**src/kalman_filter_2state_cv_core_assert.svh**
```systemverilog
// Assertion macros for the Kalman core
`ifndef KALMAN_FILTER_2STATE_CV_CORE_ASSERT_SVH
`define KALMAN_FILTER_2STATE_CV_CORE_ASSERT_SVH

// implication checked at every edge outside reset
`define KF_ASSERT_IMP(label, clk, rst_n, ante, cons, msg) \
	label: assert property (@(posedge clk) disable iff (!rst_n) (ante) |-> (cons)) \
		else $error(msg);

// consequence in the cycle after the antecedent
`define KF_ASSERT_NEXT(label, clk, rst_n, ante, cons, msg) \
	label: assert property (@(posedge clk) disable iff (!rst_n) (ante) |=> (cons)) \
		else $error(msg);

`endif

```
**src/kf2cv_pkg.sv**
```systemverilog
`default_nettype none
package kf2cv_pkg;
	localparam int FracBits = 24;
	localparam int VW = 48;
	localparam int DtW = 25;
	localparam int NoiseW = 47;
	localparam int CfgW = 47;
	localparam int CfgIdxW = 3;

	localparam logic [CfgIdxW-1:0] REG_TIME_STEP = 3'd0;
	localparam logic [CfgIdxW-1:0] REG_QP = 3'd1;
	localparam logic [CfgIdxW-1:0] REG_QV = 3'd2;
	localparam logic [CfgIdxW-1:0] REG_RP = 3'd3;
	localparam logic [CfgIdxW-1:0] REG_RV = 3'd4;

	// datapath operations
	typedef enum logic [2:0] {
		OP_NOP,
		OP_MUL,
		OP_ADD,
		OP_SUB,
		OP_DIV,
		OP_MOV
	} op_t;

	// register file slots
	localparam int NREG = 32;
	localparam int RW = 5;
	localparam logic [RW-1:0] R_SX = 5'd0, R_SV = 5'd1, R_PP = 5'd2, R_PV = 5'd3,
		R_VV = 5'd4, R_DT = 5'd5, R_QP = 5'd6, R_QV = 5'd7, R_RP = 5'd8, R_RV = 5'd9,
		R_Z0 = 5'd10, R_Z1 = 5'd11, R_XP0 = 5'd12, R_T = 5'd13, R_P11 = 5'd14,
		R_P22 = 5'd15, R_S11 = 5'd16, R_S22 = 5'd17, R_DET = 5'd18, R_K11 = 5'd19,
		R_K12 = 5'd20, R_K21 = 5'd21, R_K22 = 5'd22, R_Y0 = 5'd23, R_Y1 = 5'd24,
		R_M11 = 5'd25, R_M12 = 5'd26, R_M21 = 5'd27, R_M22 = 5'd28, R_A = 5'd29,
		R_B = 5'd30, R_ZERO = 5'd31;

	typedef struct packed {
		op_t op;
		logic [RW-1:0] src_a;
		logic [RW-1:0] src_b;
		logic [RW-1:0] dst;
	} instr_t;

	localparam int NPROG = 52;
	localparam int PCW = 6;

	function automatic instr_t ins(op_t o, logic [RW-1:0] d, logic [RW-1:0] a,
			logic [RW-1:0] b);
		instr_t r;
		r.op = o; r.dst = d; r.src_a = a; r.src_b = b;
		return r;
	endfunction

	// microprogram; the four gain divides sit at 27..30 and are skipped on det zero
	function automatic instr_t prog(logic [PCW-1:0] pc);
		instr_t r;
		r = ins(OP_NOP, R_ZERO, R_ZERO, R_ZERO);
		unique case (pc)
			6'd0: r = ins(OP_MUL, R_A, R_DT, R_SV);
			6'd1: r = ins(OP_ADD, R_XP0, R_SX, R_A);
			6'd2: r = ins(OP_MUL, R_A, R_DT, R_VV);
			6'd3: r = ins(OP_ADD, R_T, R_PV, R_A);
			6'd4: r = ins(OP_MUL, R_A, R_DT, R_PV);
			6'd5: r = ins(OP_ADD, R_P11, R_PP, R_A);
			6'd6: r = ins(OP_MUL, R_A, R_DT, R_T);
			6'd7: r = ins(OP_ADD, R_P11, R_P11, R_A);
			6'd8: r = ins(OP_ADD, R_P11, R_P11, R_QP);
			6'd9: r = ins(OP_ADD, R_P22, R_VV, R_QV);
			6'd10: r = ins(OP_ADD, R_S11, R_P11, R_RP);
			6'd11: r = ins(OP_ADD, R_S22, R_P22, R_RV);
			6'd12: r = ins(OP_MUL, R_A, R_S11, R_S22);
			6'd13: r = ins(OP_MUL, R_B, R_T, R_T);
			6'd14: r = ins(OP_SUB, R_DET, R_A, R_B);
			6'd15: r = ins(OP_MUL, R_A, R_P11, R_S22);
			6'd16: r = ins(OP_MUL, R_B, R_T, R_T);
			6'd17: r = ins(OP_SUB, R_K11, R_A, R_B);
			6'd18: r = ins(OP_MUL, R_A, R_T, R_S11);
			6'd19: r = ins(OP_MUL, R_B, R_P11, R_T);
			6'd20: r = ins(OP_SUB, R_K12, R_A, R_B);
			6'd21: r = ins(OP_MUL, R_A, R_T, R_S22);
			6'd22: r = ins(OP_MUL, R_B, R_P22, R_T);
			6'd23: r = ins(OP_SUB, R_K21, R_A, R_B);
			6'd24: r = ins(OP_MUL, R_A, R_P22, R_S11);
			6'd25: r = ins(OP_MUL, R_B, R_T, R_T);
			6'd26: r = ins(OP_SUB, R_K22, R_A, R_B);
			6'd27: r = ins(OP_DIV, R_K11, R_K11, R_DET);
			6'd28: r = ins(OP_DIV, R_K12, R_K12, R_DET);
			6'd29: r = ins(OP_DIV, R_K21, R_K21, R_DET);
			6'd30: r = ins(OP_DIV, R_K22, R_K22, R_DET);
			6'd31: r = ins(OP_SUB, R_Y0, R_Z0, R_XP0);
			6'd32: r = ins(OP_SUB, R_Y1, R_Z1, R_SV);
			6'd33: r = ins(OP_MUL, R_A, R_K11, R_Y0);
			6'd34: r = ins(OP_ADD, R_A, R_XP0, R_A);
			6'd35: r = ins(OP_MUL, R_B, R_K12, R_Y1);
			6'd36: r = ins(OP_ADD, R_SX, R_A, R_B);
			6'd37: r = ins(OP_MUL, R_A, R_K21, R_Y0);
			6'd38: r = ins(OP_ADD, R_A, R_SV, R_A);
			6'd39: r = ins(OP_MUL, R_B, R_K22, R_Y1);
			6'd40: r = ins(OP_ADD, R_SV, R_A, R_B);
			default: r = ins(OP_NOP, R_ZERO, R_ZERO, R_ZERO);
		endcase
		return r;
	endfunction

	// covariance-update program, second bank
	function automatic instr_t prog2(logic [PCW-1:0] pc);
		instr_t r;
		r = ins(OP_NOP, R_ZERO, R_ZERO, R_ZERO);
		unique case (pc)
			6'd0: r = ins(OP_MUL, R_A, R_K11, R_S11);
			6'd1: r = ins(OP_MUL, R_B, R_K12, R_T);
			6'd2: r = ins(OP_ADD, R_M11, R_A, R_B);
			6'd3: r = ins(OP_MUL, R_A, R_K11, R_T);
			6'd4: r = ins(OP_MUL, R_B, R_K12, R_S22);
			6'd5: r = ins(OP_ADD, R_M12, R_A, R_B);
			6'd6: r = ins(OP_MUL, R_A, R_K21, R_S11);
			6'd7: r = ins(OP_MUL, R_B, R_K22, R_T);
			6'd8: r = ins(OP_ADD, R_M21, R_A, R_B);
			6'd9: r = ins(OP_MUL, R_A, R_K21, R_T);
			6'd10: r = ins(OP_MUL, R_B, R_K22, R_S22);
			6'd11: r = ins(OP_ADD, R_M22, R_A, R_B);
			6'd12: r = ins(OP_MUL, R_A, R_M11, R_K11);
			6'd13: r = ins(OP_MUL, R_B, R_M12, R_K12);
			6'd14: r = ins(OP_ADD, R_A, R_A, R_B);
			6'd15: r = ins(OP_SUB, R_PP, R_P11, R_A);
			6'd16: r = ins(OP_MUL, R_A, R_M11, R_K21);
			6'd17: r = ins(OP_MUL, R_B, R_M12, R_K22);
			6'd18: r = ins(OP_ADD, R_A, R_A, R_B);
			6'd19: r = ins(OP_SUB, R_PV, R_T, R_A);
			6'd20: r = ins(OP_MUL, R_A, R_M21, R_K21);
			6'd21: r = ins(OP_MUL, R_B, R_M22, R_K22);
			6'd22: r = ins(OP_ADD, R_A, R_A, R_B);
			6'd23: r = ins(OP_SUB, R_VV, R_P22, R_A);
			default: r = ins(OP_NOP, R_ZERO, R_ZERO, R_ZERO);
		endcase
		return r;
	endfunction

	localparam logic [PCW-1:0] LAST1 = 6'd40;
	localparam logic [PCW-1:0] LAST2 = 6'd23;
	localparam logic [PCW-1:0] FIRST_DIV = 6'd27;
	localparam logic [PCW-1:0] LAST_DIV = 6'd30;
	localparam logic [PCW-1:0] DET_PC = 6'd14;

	typedef struct packed {
		logic issue;
		instr_t ins;
		logic load_in;
		logic clr_sat;
		logic zero_k;
	} dp_cmd_t;

	typedef struct packed {
		logic busy;
		logic det_zero;
	} dp_sts_t;
endpackage
`default_nettype wire

```
**src/kf2cv_ctrl.sv**
```systemverilog
`default_nettype none
// Sequencer: steps through the microprogram, waits on multi-cycle operations
module kf2cv_ctrl (
	input wire logic clk,
	input wire logic arst_n,
	input wire logic in_valid,
	output logic in_ready,
	output logic out_valid,
	input wire logic out_ready,
	output kf2cv_pkg::dp_cmd_t cmd,
	input wire kf2cv_pkg::dp_sts_t sts,
	output logic capture
);
	import kf2cv_pkg::*;
	localparam logic [2:0] S_IDLE = 3'd0, S_RUN1 = 3'd1, S_WAIT1 = 3'd2,
		S_RUN2 = 3'd3, S_WAIT2 = 3'd4, S_DONE = 3'd5;

	logic [2:0] state_q, state_d;
	logic [PCW-1:0] pc_q, pc_d;
	logic out_valid_q;
	logic start, busy;

	assign start = in_valid && in_ready;
	assign busy = sts.busy;
	assign in_ready = (state_q == S_IDLE) && !(out_valid_q && !out_ready);
	assign out_valid = out_valid_q;

	always_comb begin
		state_d = state_q;
		pc_d = pc_q;
		cmd = '0;
		capture = 1'b0;
		unique case (state_q)
			S_IDLE: begin
				if (start) begin
					cmd.load_in = 1'b1;
					cmd.clr_sat = 1'b1;
					state_d = S_RUN1;
					pc_d = '0;
				end
			end
			S_RUN1: begin
				if (pc_q == FIRST_DIV && sts.det_zero) begin
					cmd.zero_k = 1'b1;
					pc_d = LAST_DIV + 1'b1;
				end else begin
					cmd.issue = 1'b1;
					cmd.ins = prog(pc_q);
					state_d = (cmd.ins.op == OP_MUL || cmd.ins.op == OP_DIV) ? S_WAIT1 : S_RUN1;
					if (pc_q == LAST1) begin
						state_d = S_RUN2;
						pc_d = '0;
					end else begin
						pc_d = pc_q + 1'b1;
					end
				end
			end
			S_WAIT1: if (!busy) state_d = S_RUN1;
			S_RUN2: begin
				cmd.issue = 1'b1;
				cmd.ins = prog2(pc_q);
				state_d = (cmd.ins.op == OP_MUL) ? S_WAIT2 : S_RUN2;
				if (pc_q == LAST2) state_d = S_DONE;
				else pc_d = pc_q + 1'b1;
			end
			S_WAIT2: if (!busy) state_d = S_RUN2;
			S_DONE: if (!busy) begin
				capture = 1'b1;
				state_d = S_IDLE;
			end
			default: state_d = S_IDLE;
		endcase
	end

	always_ff @(posedge clk or negedge arst_n) begin
		if (!arst_n) begin
			state_q <= S_IDLE;
			pc_q <= '0;
			out_valid_q <= 1'b0;
		end else begin
			state_q <= state_d;
			pc_q <= pc_d;
			if (capture) out_valid_q <= 1'b1;
			else if (out_ready) out_valid_q <= 1'b0;
		end
	end
endmodule
`default_nettype wire

```
**config.mk**
```make
export PLATFORM = sky130hd
export DESIGN_NAME = kf2cv_ctrl
export DESIGN_NICKNAME = d
export VERILOG_FILES = /design/src/kalman_filter_2state_cv_core_assert.svh /design/src/kf2cv_pkg.sv /design/src/kf2cv_ctrl.sv
export SDC_FILE = /design/constraint.sdc
export NUM_CORES = 1
export LEC_CHECK = 0
export BUFFER_PORTS_ARGS = -buffer_cell sky130_fd_sc_hd__buf_2
export CELL_PAD_IN_SITES_DETAIL_PLACEMENT = 0
export CELL_PAD_IN_SITES_GLOBAL_PLACEMENT = 1
export CORE_MARGIN = 4
export CORE_UTILIZATION = 34
export CTS_CLUSTER_SIZE = 20
export DETAILED_ROUTE_END_ITERATION = 10
export GPL_TIMING_DRIVEN = 0
export PLACE_DENSITY = 0.72
export SKIP_LAST_GASP = 1
export SYNTH_ARGS = -nofsm -noshare
export SYNTH_HDL_FRONTEND = slang
export SYNTH_SLANG_ARGS = --single-unit
```
**constraint.sdc**
```tcl
create_clock -name clk -period 2.2 [get_ports clk]
set_input_delay 0.22 -clock clk [delete_from_list [all_inputs] [get_ports clk]]
set_output_delay 0.22 -clock clk [all_outputs]
set_load 0.005 [all_outputs]
```
# --- After elaboration in Yosys (flattened, before gate mapping) ---
# Memories as Yosys holds them, arrays and structs flattened.
# Cells that the tools add are included.
word_totals:
  ff_bits: 10
  rom_bits: 1696
  input_bits: 6
  output_inout_bits: 25
  elab_cells: 64
  mem_count: 2
op_classes:
  add_sub_neg: 1
  eq_ne: 17
  muxes: 29
  n_reduce_logical: 12
mem_list:
  columns: ["memory", "depth", "word_bits", "read_ports", "rd_clocked_by_memory_dff", "wr", "line_no", "source"]
  rows:
  - ["(no name shown)", 64, 18, 1, 0, 0, "kf2cv_pkg.sv:58", "unique case (pc)"]
  - ["(no name shown)", 32, 17, 1, 0, 0, "kf2cv_pkg.sv:109", "unique case (pc)"]
ops:
  columns: ["cell", "count"]
  rows:
  - ["18-bit 2-to-1 mux", 4]
  - ["19-bit one-hot mux with 2 select lines", 1]
  - ["6-bit 2-to-1 mux", 4]
  - ["3-bit 2-to-1 mux", 7]
  - ["19-bit 2-to-1 mux", 1]
  - ["3-bit one-hot mux with 6 select lines", 1]
  - ["6-bit one-hot mux with 3 select lines", 1]
  - ["6-bit by 5-bit equality test with 1-bit output, second input constant", 2]
  - ["2-bit != test, second input constant", 6]
  - ["3-bit by 1-bit equality test with 1-bit output, second input constant", 3]
  - ["3-bit equality test, second input constant", 3]
  - ["2-bit 2-to-1 mux", 4]
  - ["6-bit by 1-bit adder with 6-bit output, second input constant", 1]
  - ["3-bit by 2-bit equality test with 1-bit output, second input constant", 2]
  - ["6-bit equality test, second input constant", 1]
  - ["1-bit 2-to-1 mux", 6]
  - ["5-bit AND reduction", 1]
  - ["1-bit logical AND", 4]
  - ["3-bit logical NOT", 1]
  - ["3-bit AND reduction", 1]
  - ["3-bit nonzero test", 1]
  - ["1-bit logical NOT", 2]
  - ["2-bit nonzero test", 1]
  - ["1-bit logical OR", 1]

# --- Longest topological paths before layout ---
depth:
  word_depth: 10
  depth_mapped: 9
  ltp_nobuf: 8

# --- Worst setup path after synthesis ---
# No wires, ideal clock.
synth_path:
  path_type: "register to output"
  start: "register pc_q[1]"
  end: "output port cmd[8] (netlist name)"
  arrival_time_ps: 2044
  t_required_ps: 1980
  setup_slack_ps: -64
  stages_incl_launch_ff: 10
  n_path_buf: 2
  cell_sequence: "dfrtp_1 buf_2 inv_1 ha_1 clkbuf_1 nor2b_1 o21ai_0 o21ai_0 a211oi_1 or3_1"
synth_lines:
  columns: ["item", "line_no", "source"]
  rows:
  - ["from (decl)", "kf2cv_ctrl.sv:19", "logic [PCW-1:0] pc_q, pc_d;"]
  - ["from (signal assigned)", "kf2cv_ctrl.sv:82", "pc_q <= pc_d;"]
  - ["to (decl)", "kf2cv_ctrl.sv:10", "output kf2cv_pkg::dp_cmd_t cmd,"]

==> results.json <==
{
  "status": "finished, violations left",
  "violations": "negative setup slack",
  "slowest_delay_ns": 0.45,
  "synthArstFlopShare_pct": 100,
  "worst_slack_ns": -0.367,
  "cp_data_arrival_time_ns": 2.35,
  "crit_fanout": 10,
  "cp_top_family": "compound AO/OA/AOI/OAI gates",
  "crit_buf_inv": 3,
  "finalCriticalPeriod_ns": 2.57,
  "wl_per_cell_um": 23.8,
  "num_antenna_cells": 0,
  "antenna_found_initial": 0,
  "drcViolationCount": 0,
  "ys_types": 67,
  "synth.yosys.warnings": 0,
  "power.internal_mw": 3.18,
  "yosysTopAreaCell": "dfrtp_1",
  "core.rowCount": 30,
  "grt.busiest_layer": "met2",
  "use_met2_pct": 43.4,
  "firstDrtPassIters": 8,
  "clock.fmax_mhz": 390,
  "gp_congestion": 0.994,
  "cts_tree": "yes",
  "seq_area_frac_synth_pct": 10.1,
  "max_slew_margin_pct": 44.3,
  "grt_use_met1_pct": 37.1,
  "hold_viol": 0,
  "vias": 3582,
  "switchingPower_mw": 3.79,
  "fin_nets": 463,
  "clockPowerShare_pct": 3.4,
  "core_area_um2": 6940,
  "peakVddDrop_mv": 0.702,
  "dieArea_um2": 8750,
  "synth_top_area_share_pct": 10.1,
  "switching_share_pct": 54.4,
  "avgSynthCellArea_um2": 6.69,
  "rsz0062_at_grt": "true",
  "initial_core_util_pct": 35.8,
  "fin_skew_ns": 0.00141,
  "worstSetupPathType": "reg -> out",
  "ant_nets": 0,
  "syn-cell-area_um2": 2490,
  "setup_violations": 19,
  "synth_edf_count": 0,
  "grt_pass1_wl_um": 19100,
  "fp.dieW_um": 93.5,
  "p_leak_nw": 1.49,
  "min_path_type": "in -> reg",
  "tightest_slew_ns": 0.834,
  "viasPerCell": 6.68,
  "htreeDepth": 1,
  "place_ws_ns": -0.763,
  "cts.sinks": 10,
  "io_buffer_count": 30,
  "synth_seq_cells": 10,
  "path_cells": "buf_4 > ha_2 > clkbuf_8 > nand2_1 > o21ai_0 > o21ai_2 > a31oi_1 > a311oi_2 > buf_2",
  "synth_nets": 394,
  "period_share_pct": 117,
  "die_h_um": 93.5,
  "crit_path_end_kind": "output port",
  "overflow": 0,
  "slowest_stage": "dfrtp_2",
  "required_ns": 1.98,
  "setup_tns_ns": -4.51,
  "io_pins": 31,
  "drv_slew": 0,
  "grt_start_max_net_pins": 13,
  "cts.clk_slew.worst_paths_ns": 0.05,
  "power_density_nw_per_um2": 1980,
  "grt_pass1_vias": 3313,
  "synthFlopType": "dfrtp_1",
  "clkLatencyLatePin_ns": 0.24,
  "cts_buffers": 3,
  "synthTopCellsByArea": "dfrtp_1 10%, ha_1 8.0%, o21ai_0 7.8%",
  "root_buffer": "clkbuf_8",
  "start_kind": "flip-flop",
  "syn_inst": 372,
  "comb_power_share_pct": 91.4,
  "dp_hpwl_um": 8500,
  "first_iter_violations": 704,
  "area_growth_pct": 41.8,
  "cap_violations": 0,
  "use_met3_pct": 7.80,
  "pwr-share-seq_pct": 5.2,
  "drive_above_1_share_pct": 40.0,
  "cts_buffer_depth": 2,
  "drt-total-wl_um": 12800,
  "gr-usage-all-layers_pct": 28.3
}
==> final cells by class <==
| class | instances | area (um^2) |
|---|---|---|
| timing repair buffer | 63 | 430 |
| fill | 682 | 3420 |
| inverter | 15 | 67.6 |
| clock buffer | 4 | 55.1 |
| buffer | 34 | 264 |
| multi-input combinational | 314 | 2330 |
| tap | 96 | 120 |
| sequential | 10 | 255 |
==> path summary, 6_finish.rpt <==
path	slack, ns	cells after the start	from	endpoint
max	-0.37	9	pc_q[0]	cmd[15]
min	0.25	3	out_ready	out_valid
max reg2reg	-0.14	9	pc_q[0]	state_q[1]
min reg2reg	0.51	1	out_valid	out_valid
max in group asynchronous	1.60	2	arst_n	pc_q[3]
min in group asynchronous	0.37	2	arst_n	pc_q[0]
==> registers in the layout, indices dropped and copies added, names as in the netlist <==
| signal | cells |
|---|---|
| out_valid | 1 |
| pc_q | 6 |
| state_q | 3 |
==> layout by cell type, fill, tap and decap left out, drive strengths merged, types with 4 or more instances in the layout <==
master and count:
buf 85, o21ai 43, nand2 40, a21oi 30
nor2 26, ha 16, clkbuf 15, nand3 14
nand2b 12, inv 11, a211oi 11, nor3 10
nor2b 10, dfrtp 10, a31oi 9, o211ai 7
o22ai 7, and3 6, a311oi 6, a211o 4
o21a 4, and2 4, o31ai 4, or2 4
==> Yosys cell counts, types with 8 or more instances <==
library cell,count
inv_1,12
ha_1,16
nand2_1,40
nand3_1,14
a21oi_1,30
nor2b_1,9
nor2_1,26
a31oi_1,9
buf_2,18
dfrtp_1,10
nand2b_1,11
a211oi_1,8
o21ai_0,39
nor3_1,10
==> logic make-up after synthesis <==
logic type | count (synthesis) | share of synthesized area [%]
muxes | 5 | 2.57
buffers and inverters | 49 | 9.36
AOI/OAI and AO/OA | 152 | 41.2
DFF | 10 | 10.1
adders and majority gates | 17 | 8.45
and+or+nand+nor | 137 | 27.7
xor gates and xnor gates | 2 | 0.704
==> metrics by stage <==
stage	power, mW	cells	util [%]	instance area [um^2]	hold WS [ns]
2_1_floorplan	3.33	372	-	2490	-0.0756
3_3_place_gp	4.87	498	39.7	2760	0.0985
3_5_place_dp	4.79	498	39.7	2760	0.0984
4_1_cts	6.20	530	47.8	3320	0.251
5_1_grt	7.29	536	50.8	3530	0.260
6_report	6.96	536	50.8	3530	0.249
==> worst reg2reg max path: stages, from the launching register on <==
cell,delay [ns]
dfrtp_2,0.45
buf_4,0.21
ha_2,0.22
clkbuf_8,0.17
mux2i_4,0.19
nor3_1,0.09
a211oi_2,0.26
buf_4,0.16
a41oi_1,0.15
a211o_1,0.34
==> metal layers <==
layer / up-vias / routed length (um)
li1: 1524 / -
met1: 1671 / 4850
met2: 319 / 5590
met3: 68 / 1680
met4: 0 / 639
met5: - / 0
==> repair_timing <==
| item | 4_1_cts | 5_1_grt |
|---|---|---|
| endpoints found under the hold margin | 10 | 0 |
| buffers inserted | 25 | 6 |
| hold buffers | 1 | 0 |
| pin swaps | 19 | 16 |
| resized for setup | 82 | 41 |
| cloned | 2 | 1 |
| endpoints found under the setup margin | 29 | 29 |
==> power groups by stage <==
stage | Combinational (mW) | Clock (mW) | Sequential (mW)
after global placement | 4.47 | 0 | 0.398
after CTS | 5.61 | 0.238 | 0.352
after detailed placement | 4.39 | 0 | 0.393
after floorplan | 2.99 | 0 | 0.340
final | 6.37 | 0.237 | 0.360
after global routing | 6.66 | 0.258 | 0.371
Note: power is estimated with default switching activity, not from simulation.
